===== src/hw/rtl/tsg_pkg.sv =====
package tsg_pkg;

  // Field widths
  localparam int VW  = 16;  // vertex coordinate
  localparam int RW  = 12;  // row and span columns
  localparam int YW  = 18;  // running row, signed
  localparam int HW  = 17;  // edge deltas, signed
  localparam int DSW = 18;  // row offset from edge start, signed
  localparam int PW  = 35;  // product and quotient magnitude
  localparam int XW  = 36;  // interpolated x, signed
  localparam int DIVCW = $clog2(PW);

  typedef struct packed {
    logic signed [VW-1:0] top_x;
    logic signed [VW-1:0] top_y;
    logic signed [VW-1:0] mid_x;
    logic signed [VW-1:0] mid_y;
    logic signed [VW-1:0] far_x;
    logic signed [VW-1:0] far_y;
  } tri_in_t;

  typedef struct packed {
    logic signed [RW-1:0] row;
    logic signed [RW-1:0] span_first;
    logic signed [RW-1:0] span_final;
    logic                 span_empty;
    logic                 clipped;
    logic                 last_span;
  } span_out_t;

  typedef enum logic [2:0] {
    S_IDLE,
    S_SETUP,
    S_LMUL,
    S_LDIV,
    S_RMUL,
    S_RDIV,
    S_FORM,
    S_EMIT
  } state_t;

  typedef struct packed {
    logic load;
    logic setup;
    logic edge_long;
    logic mul;
    logic div_step;
    logic use_fb;
    logic form;
    logic next_row;
  } cmd_t;

  typedef struct packed {
    logic count_zero;
    logic flat;
    logic div_last;
    logic last_row;
  } sts_t;

  // Clamp a wide column to the 12-bit output range
  function automatic logic signed [RW-1:0] sat12(input logic signed [XW-1:0] v);
    logic signed [RW-1:0] r;
    if (v > XW'(2047)) begin
      r = 12'sd2047;
    end else if (v < -XW'(2048)) begin
      r = -12'sd2048;
    end else begin
      r = v[RW-1:0];
    end
    return r;
  endfunction

endpackage


===== src/hw/rtl/tsg_ctrl.sv =====
module tsg_ctrl (
  input  logic          clk,
  input  logic          rst_n,
  input  logic          in_valid,
  output logic          in_stall,
  output logic          out_valid,
  input  logic          out_stall,
  input  tsg_pkg::sts_t sts,
  output tsg_pkg::cmd_t cmd
);

  tsg_pkg::state_t state_r, state_nxt;

  // State register
  always_ff @(posedge clk) begin
    if (!rst_n) begin
      state_r <= tsg_pkg::S_IDLE;
    end else begin
      state_r <= state_nxt;
    end
  end

  // Sequence setup, then per row the short-edge and long-edge interpolations, the span forming and the emit
  always_comb begin
    state_nxt = state_r;
    cmd       = '0;
    case (state_r)
      tsg_pkg::S_IDLE: begin
        if (in_valid) begin
          cmd.load  = 1'b1;
          state_nxt = tsg_pkg::S_SETUP;
        end
      end
      tsg_pkg::S_SETUP: begin
        cmd.setup = 1'b1;
        state_nxt = sts.count_zero ? tsg_pkg::S_IDLE : tsg_pkg::S_LMUL;
      end
      tsg_pkg::S_LMUL: begin
        if (sts.flat) begin
          cmd.use_fb = 1'b1;
          state_nxt  = tsg_pkg::S_RMUL;
        end else begin
          cmd.mul   = 1'b1;
          state_nxt = tsg_pkg::S_LDIV;
        end
      end
      tsg_pkg::S_LDIV: begin
        cmd.div_step = 1'b1;
        if (sts.div_last) begin
          state_nxt = tsg_pkg::S_RMUL;
        end
      end
      tsg_pkg::S_RMUL: begin
        cmd.edge_long = 1'b1;
        if (sts.flat) begin
          cmd.use_fb = 1'b1;
          state_nxt  = tsg_pkg::S_FORM;
        end else begin
          cmd.mul   = 1'b1;
          state_nxt = tsg_pkg::S_RDIV;
        end
      end
      tsg_pkg::S_RDIV: begin
        cmd.edge_long = 1'b1;
        cmd.div_step  = 1'b1;
        if (sts.div_last) begin
          state_nxt = tsg_pkg::S_FORM;
        end
      end
      tsg_pkg::S_FORM: begin
        cmd.form  = 1'b1;
        state_nxt = tsg_pkg::S_EMIT;
      end
      tsg_pkg::S_EMIT: begin
        if (!out_stall) begin
          cmd.next_row = 1'b1;
          state_nxt    = sts.last_row ? tsg_pkg::S_IDLE : tsg_pkg::S_LMUL;
        end
      end
      default: begin
        state_nxt = tsg_pkg::S_IDLE;
      end
    endcase
  end

  assign in_stall  = (state_r != tsg_pkg::S_IDLE);
  assign out_valid = (state_r == tsg_pkg::S_EMIT);

  a_load_setup: assert property (@(posedge clk) disable iff (!rst_n)
    (in_valid && !in_stall) |=> (state_r == tsg_pkg::S_SETUP))
    else $error("accepted triangle did not enter setup");

  a_div_hold: assert property (@(posedge clk) disable iff (!rst_n)
    (state_r == tsg_pkg::S_LDIV && !sts.div_last) |=> (state_r == tsg_pkg::S_LDIV))
    else $error("left division left early");

  a_last_idle: assert property (@(posedge clk) disable iff (!rst_n)
    (state_r == tsg_pkg::S_EMIT && !out_stall && sts.last_row)
      |=> (state_r == tsg_pkg::S_IDLE))
    else $error("last span did not return to idle");

endmodule


===== src/hw/rtl/tsg_dpath.sv =====
module tsg_dpath #(
  parameter int MAX_ROWS  = 64,
  parameter int FRAC_BITS = 4
) (
  input  logic               clk,
  input  logic               rst_n,
  input  tsg_pkg::tri_in_t   in_data,
  input  tsg_pkg::cmd_t      cmd,
  output tsg_pkg::sts_t      sts,
  output tsg_pkg::span_out_t out_data
);

  localparam int ONE  = 1 << FRAC_BITS;
  localparam int FLAT = (15 * ONE) / 100;
  localparam int CW   = $clog2(MAX_ROWS + 1);
  localparam logic signed [tsg_pkg::HW-1:0] FLAT_C = tsg_pkg::HW'(FLAT);
  localparam logic signed [tsg_pkg::HW-1:0] ONE_M1 = tsg_pkg::HW'(ONE - 1);
  localparam logic signed [tsg_pkg::XW-1:0] ONE_MX = tsg_pkg::XW'(ONE - 1);
  localparam logic signed [tsg_pkg::YW-1:0] MAXR   = tsg_pkg::YW'(MAX_ROWS);

  // Sorted vertices
  logic signed [tsg_pkg::VW-1:0] ax_r, ay_r, bx_r, by_r, cx_r, cy_r;
  logic signed [tsg_pkg::VW-1:0] sax, say, sbx, sby, scx, scy, tx, ty;

  // Row control
  logic signed [tsg_pkg::YW-1:0] y_r;
  logic signed [tsg_pkg::HW-1:0] ymid_r;
  logic [CW-1:0]                 count_r, k_r;
  logic                          clip_r;
  logic signed [tsg_pkg::HW-1:0] y0, ylast, ymid;
  logic signed [tsg_pkg::YW-1:0] total;
  logic                          none, clip;

  // Edge selection
  logic                          upper;
  logic signed [tsg_pkg::VW-1:0] px, py, qx, qy, fb;
  logic signed [tsg_pkg::HW-1:0] dy, dx;
  logic signed [25:0]            ys, dys_w;
  logic signed [tsg_pkg::DSW-1:0] dys;
  logic signed [tsg_pkg::PW-1:0] prod;
  logic [tsg_pkg::PW-1:0]        prod_mag;

  // Divider
  logic [tsg_pkg::PW-1:0]        quo_r, quo_nxt;
  logic [tsg_pkg::DSW-1:0]       rem_r, rem_nxt, shifted, dyu;
  logic                          neg_r, ge;
  logic [tsg_pkg::DIVCW-1:0]     cnt_r;
  logic signed [tsg_pkg::XW-1:0] qs, xval, xw;
  logic                          xwe;

  // Span ends
  logic signed [tsg_pkg::XW-1:0] xl_r, xr_r, lo, hi, first, final_c;
  tsg_pkg::span_out_t            out_r;

  // Sort by y with three compare-and-swap steps
  always_comb begin
    sax = in_data.top_x; say = in_data.top_y;
    sbx = in_data.mid_x; sby = in_data.mid_y;
    scx = in_data.far_x; scy = in_data.far_y;
    tx = '0; ty = '0;
    if (say > sby) begin
      tx = sax; ty = say; sax = sbx; say = sby; sbx = tx; sby = ty;
    end
    if (sby > scy) begin
      tx = sbx; ty = sby; sbx = scx; sby = scy; scx = tx; scy = ty;
    end
    if (say > sby) begin
      tx = sax; ty = say; sax = sbx; say = sby; sbx = tx; sby = ty;
    end
  end

  always_ff @(posedge clk) begin
    if (cmd.load) begin
      ax_r <= sax; ay_r <= say; bx_r <= sbx;
      by_r <= sby; cx_r <= scx; cy_r <= scy;
    end
  end

  // Row range: truncated top down to floored bottom
  always_comb begin
    if (ay_r < 0) begin
      y0 = (tsg_pkg::HW'(ay_r) + ONE_M1) >>> FRAC_BITS;
    end else begin
      y0 = tsg_pkg::HW'(ay_r) >>> FRAC_BITS;
    end
    ylast = tsg_pkg::HW'(cy_r) >>> FRAC_BITS;
    ymid  = tsg_pkg::HW'(by_r) >>> FRAC_BITS;
    total = tsg_pkg::YW'(ylast) - tsg_pkg::YW'(y0) + tsg_pkg::YW'(1);
    none  = (ylast < y0);
    clip  = !none && (total > MAXR);
  end

  always_ff @(posedge clk) begin
    if (!rst_n) begin
      k_r     <= '0;
      count_r <= '0;
    end else if (cmd.setup) begin
      k_r     <= '0;
      count_r <= none ? '0 : (clip ? CW'(MAX_ROWS) : total[CW-1:0]);
    end else if (cmd.next_row) begin
      k_r <= k_r + CW'(1);
    end
  end

  always_ff @(posedge clk) begin
    if (cmd.setup) begin
      y_r    <= tsg_pkg::YW'(y0);
      ymid_r <= ymid;
      clip_r <= clip;
    end else if (cmd.next_row) begin
      y_r <= y_r + tsg_pkg::YW'(1);
    end
  end

  // Pick the edge and its fallback x for this row
  always_comb begin
    upper = (y_r <= tsg_pkg::YW'(ymid_r));
    if (cmd.edge_long) begin
      px = ax_r; py = ay_r; qx = cx_r; qy = cy_r;
      fb = upper ? ax_r : cx_r;
    end else if (upper) begin
      px = ax_r; py = ay_r; qx = bx_r; qy = by_r; fb = bx_r;
    end else begin
      px = bx_r; py = by_r; qx = cx_r; qy = cy_r; fb = bx_r;
    end
    dy       = tsg_pkg::HW'(qy) - tsg_pkg::HW'(py);
    dx       = tsg_pkg::HW'(qx) - tsg_pkg::HW'(px);
    ys       = 26'(y_r) <<< FRAC_BITS;
    dys_w    = ys - 26'(py);
    dys      = dys_w[tsg_pkg::DSW-1:0];
    prod     = tsg_pkg::PW'(dx) * tsg_pkg::PW'(dys);
    prod_mag = prod[tsg_pkg::PW-1] ? tsg_pkg::PW'(-prod) : tsg_pkg::PW'(prod);
  end

  // Restoring division, one quotient bit per cycle
  always_comb begin
    shifted = {rem_r[tsg_pkg::DSW-2:0], quo_r[tsg_pkg::PW-1]};
    dyu     = {1'b0, dy};
    ge      = (shifted >= dyu);
    rem_nxt = ge ? (shifted - dyu) : shifted;
    quo_nxt = {quo_r[tsg_pkg::PW-2:0], ge};
    qs      = neg_r ? -tsg_pkg::XW'({1'b0, quo_nxt}) : tsg_pkg::XW'({1'b0, quo_nxt});
    xval    = tsg_pkg::XW'(px) + qs;
  end

  always_ff @(posedge clk) begin
    if (cmd.mul) begin
      quo_r <= prod_mag;
      rem_r <= '0;
      neg_r <= prod[tsg_pkg::PW-1];
      cnt_r <= '0;
    end else if (cmd.div_step) begin
      quo_r <= quo_nxt;
      rem_r <= rem_nxt;
      cnt_r <= cnt_r + tsg_pkg::DIVCW'(1);
    end
  end

  // Capture the edge x from the fallback or the finished quotient
  always_comb begin
    xwe = cmd.use_fb || (cmd.div_step && sts.div_last);
    xw  = cmd.use_fb ? tsg_pkg::XW'(fb) : xval;
  end

  always_ff @(posedge clk) begin
    if (xwe) begin
      if (cmd.edge_long) begin
        xr_r <= xw;
      end else begin
        xl_r <= xw;
      end
    end
  end

  // Order the ends and reduce to pixel columns
  always_comb begin
    lo = (xl_r > xr_r) ? xr_r : xl_r;
    hi = (xl_r > xr_r) ? xl_r : xr_r;
    if (lo < 0) begin
      first = (lo + ONE_MX) >>> FRAC_BITS;
    end else begin
      first = lo >>> FRAC_BITS;
    end
    final_c = hi >>> FRAC_BITS;
  end

  always_ff @(posedge clk) begin
    if (cmd.form) begin
      out_r.row        <= y_r[tsg_pkg::RW-1:0];
      out_r.span_first <= tsg_pkg::sat12(first);
      out_r.span_final <= tsg_pkg::sat12(final_c);
      out_r.span_empty <= (first > final_c);
      out_r.clipped    <= clip_r;
      out_r.last_span  <= sts.last_row;
    end
  end

  assign sts.count_zero = none;
  assign sts.flat       = (dy <= FLAT_C);
  assign sts.div_last   = (cnt_r == tsg_pkg::DIVCW'(tsg_pkg::PW - 1));
  assign sts.last_row   = ((k_r + CW'(1)) == count_r);
  assign out_data       = out_r;

endmodule


===== src/hw/rtl/triangle_span_generator.sv =====
// Triangle span generator.
// Input channel (in_valid/in_stall/in_data): one triangle of three signed
// fixed-point vertices per transaction. The vertices are sorted by y and one
// span is produced for every pixel row from the truncated top y to the
// floored bottom y, at most MAX_ROWS rows (clipped is set when cut).
// Output channel (out_valid/out_stall/out_data): one span per transaction,
// last_span marks the final span of a triangle. A triangle with no rows
// gives no transaction.
// Operation: one triangle is worked at a time. After setup, each row is
// worked by the single shared 35-step restoring divider, which serves the
// short edge and then the long edge (each edge is started by a multiply;
// a flat edge skips the steps and takes its fallback x), then the span is
// formed and handed over. in_stall stays high until the last span has been
// taken. A stall on the output holds the span in the output register and
// freezes the row sequence. Reset returns the controller to idle and drops
// any triangle in progress; no transaction is started.
module triangle_span_generator #(
  parameter int MAX_ROWS  = 64,
  parameter int FRAC_BITS = 4
) (
  input  logic               clk,
  input  logic               rst_n,
  input  logic               in_valid,
  output logic               in_stall,
  input  tsg_pkg::tri_in_t   in_data,
  output logic               out_valid,
  input  logic               out_stall,
  output tsg_pkg::span_out_t out_data
);

  tsg_pkg::cmd_t cmd;
  tsg_pkg::sts_t sts;

  tsg_ctrl u_ctrl (
    .clk       (clk),
    .rst_n     (rst_n),
    .in_valid  (in_valid),
    .in_stall  (in_stall),
    .out_valid (out_valid),
    .out_stall (out_stall),
    .sts       (sts),
    .cmd       (cmd)
  );

  tsg_dpath #(
    .MAX_ROWS  (MAX_ROWS),
    .FRAC_BITS (FRAC_BITS)
  ) u_dpath (
    .clk      (clk),
    .rst_n    (rst_n),
    .in_data  (in_data),
    .cmd      (cmd),
    .sts      (sts),
    .out_data (out_data)
  );

endmodule


===== config.mk =====
export PLATFORM = sky130hd
export DESIGN_NAME = triangle_span_generator
export DESIGN_NICKNAME = d
export VERILOG_FILES = /design/src/hw/rtl/tsg_pkg.sv /design/src/hw/rtl/tsg_ctrl.sv /design/src/hw/rtl/tsg_dpath.sv /design/src/hw/rtl/triangle_span_generator.sv
export SDC_FILE = /design/constraint.sdc
export NUM_CORES = 2
export LEC_CHECK = 0
export BUFFER_PORTS_ARGS = -buffer_cell sky130_fd_sc_hd__buf_4
export CORE_UTILIZATION = 48
export CTS_BUF_LIST = sky130_fd_sc_hd__clkbuf_16
export DETAILED_ROUTE_END_ITERATION = 16
export PLACE_DENSITY_LB_ADDON = 0.12
export REMOVE_ABC_BUFFERS = 1
export SLEW_MARGIN = 40
export SYNTH_ARGS = -nofsm -noshare
export SYNTH_HDL_FRONTEND = slang
export SYNTH_HIERARCHICAL = 1
export SYNTH_SLANG_ARGS = --single-unit

===== constraint.sdc =====
create_clock -name clk -period 12.87 [get_ports clk]
set_clock_uncertainty 0.1 [all_clocks]
set_input_delay 0.6435 -clock clk [delete_from_list [all_inputs] [get_ports clk]]
set_output_delay 0.6435 -clock clk [all_outputs]
set_load 0.02 [all_outputs]

==> impl_metrics.yaml <==
clocking:
  hold_buffers: 0
  clk_pin_slew_worst_paths_ns: 0.06
  cts-root-buf: "clkbuf_16"
  cts_sinks: 314
  clock_latency_ns: 0.59
  cts_buffers: 38
  htree_levels: 2
  cts_tree: "done"
  cts.path.max_buffers: 3
detailed_routing:
  ant_nets: 0
  dr.pass1.iters: 5
  totalWireLength_mm: 115
  wire_per_inst_um: 20.6
  drt_iter0_drc: 2493
  vias: 31800
  drc: 0
  viasPerCell: 5.71
sta:
  hold_viol: 0
  timing.final.crit_share: 0.959
  period_minus_slack_ns: 12.34
  slew_viol_final: 0
  relSlewSlack: 0.423
  tightest_slew_ns: 0.856
  timing.fmax_mhz: 81.0
  setup_viol: 0
  setup_tns_ns: 0
placement:
  post_dp_cell_area_mm2: 0.0416
  gp_congestion: 0.935
  dp_hpwl_mm: 94.1
  port_buffers: 140
  dp.cells: 5494
floorplanning:
  dieArea_mm2: 0.0824
  ios: 141
  core_area_mm2: 0.0804
  die_h_um: 287
  rows: 104
  die_x_um: 287
  start_util: 0.485
worst_setup_path:
  crit_slowest_cell: "o41ai_1"
  end_kind: "register"
  critPathLaunchType: "register"
  criticalPathCategory: "reg2reg"
  cp_common_cell: "a21oi_1"
  arrival_ns: 12.53
  slowest_delay_ns: 0.53
  crit_fanout: 19
  cp.required_ns: 13.06
yosys:
  ys_ff_latch: 314
  yosysTopAreaCellShare: 0.211
  yosys_warnings: 6
  synth_cells: 4362
  ys_top_cells_by_count: "inv_1, nand2_1, ha_1"
  async_flop_share: 0
  ys_seq_area_frac: 0.231
  syn_avg_cell_area_um2: 8.94
  yosysMostFrequentCell: "inv_1"
  syn_area_mm2: 0.0390
  synth_cell_types: 101
  synth_area_leaders: "edfxtp_1, fa_1, ha_1"
  yosysTopAreaCell: "edfxtp_1"
  synth_ff_type: "edfxtp_1"
  synth_edf_count: 274
layout:
  n_antenna_cell: 0
  fillers: 7460
  final_area_mm2: 0.0431
  drive_gt1_frac: 0.0993
  stdcell_count: 5571
  syn2layout_area_growth_pct: 10.4
  final_nets: 5256
global_route:
  met3_usage: 0.0371
  antenna_found_initial: 4
  met1_usage: 0.404
  overflow: 0
  grt_busiest_layer: "met2"
  grt_pass1_wl_mm: 180
  grtUsageMet2: 0.450
  grtUsageTotal: 0.282
  grt_max_degree: 88
  grt_pass1_vias: 31100
run:
  max_cap_violations: 0
min_path:
  min-delay-path-class: "in2reg"
run_status:
  status: "finished, final reports clean"
routing by layer:
layer	share of wire	up-vias
met2	0.45	970
met1	0.46	15500
li1	-	15200
met5	0.000061	-
met4	0.022	2
met3	0.066	153
through the flow:
| stage | utilization | hold slack [ns] | setup WS [ns] |
|---|---|---|---|
| global route | 0.536 | 0.246 | -0.00262 |
| floorplan | - | 0.300 | -4.85 |
| finish | 0.536 | 0.259 | 0.531 |
| global placement | 0.516 | 0.308 | 0.253 |
| detailed placement | 0.517 | 0.316 | 0.0128 |
| CTS | 0.533 | 0.228 | 0.152 |
critical path: cells and delay by family (launching register included):
kind            cells  cell delay, ns
mux                 1            0.23
compound gates     30            6.52
xor+xnor            2            0.68
buf+inv             5            0.88
flops               1            0.38
simple gates       10            1.54
fa+ha+maj           6            1.74
state kept, by name (all words and copies together), names as in the netlist, 17 cells and up:
name	cells
u_dpath/out_data	39
u_dpath/quo_r	35
u_dpath/rem_r	17
u_dpath/xl_r	36
u_dpath/xr_r	36
u_dpath/y_r	18
what timing repair did:
item,CTS,global route
cloned,0,1
buffers inserted,0,9
setup endpoints to repair,2,47
resized for setup,2,12
pin swaps,0,1
placed cells by master (no fill, tap or decap), types with 22 or more instances in the layout:
master	synthesis	layout
o21a_1	33	33
o21ai_0	225	224
nand2b_1	42	42
xnor2_1	197	189
a21oi_1	250	249
clkbuf_16	0	38
nor2_1	309	305
or3_1	23	22
mux2_2	52	52
nor4_1	31	29
inv_1	579	589
and3_1	28	28
mux2i_1	142	139
fa_1	322	322
buf_4	3	228
o21bai_1	26	26
nor3_1	65	60
and2_1	52	53
xor2_1	105	104
ha_1	350	350
edfxtp_1	274	274
nand3_1	95	95
o211ai_1	30	30
nor2b_1	73	72
nand2_1	412	411
dfxtp_1	40	40
nand4_1	79	79
a21o_1	86	86
logic make-up (layout without fill, tap and decap cells):
kind of cell,count (synthesis),count (layout),share of synthesized area
muxes,196,196,0.0524
adders and majority gates,672,672,0.277
DFF,314,314,0.231
and+or+nand+nor,1290,1290,0.158
xor gates and xnor gates,302,302,0.0678
buffers and inverters,739,888,0.0726
AOI/OAI and AO/OA,849,849,0.140
worst paths after layout:
kind | endpoint | slack [ns] | cells past startpoint | startpoint
max | u_dpath/xl_r[30] | 0.53 | 54 | u_dpath/ymid_r[11]
min | u_ctrl/state_r[0] | 0.26 | 3 | rst_n
max reg2reg | u_dpath/xl_r[30] | 0.53 | 54 | u_dpath/ymid_r[11]
min reg2reg | u_dpath/out_data[1] | 0.33 | 0 | u_dpath/clip_r
final cells by class:
type,instances,area (µm²),share of cell area
timing repair inverter,1,7.51,0.000174
inverter,583,2190,0.0509
multi-input combinational,3309,27400,0.636
clock buffer,38,951,0.0221
timing repair buffer,237,1850,0.0430
sequential,314,9030,0.210
clock inverter,29,320,0.00744
tap,1060,1330,0.0308
Power is not shown: default switching activity piles up to over one toggle a cycle in this logic, so the estimate is an artifact.
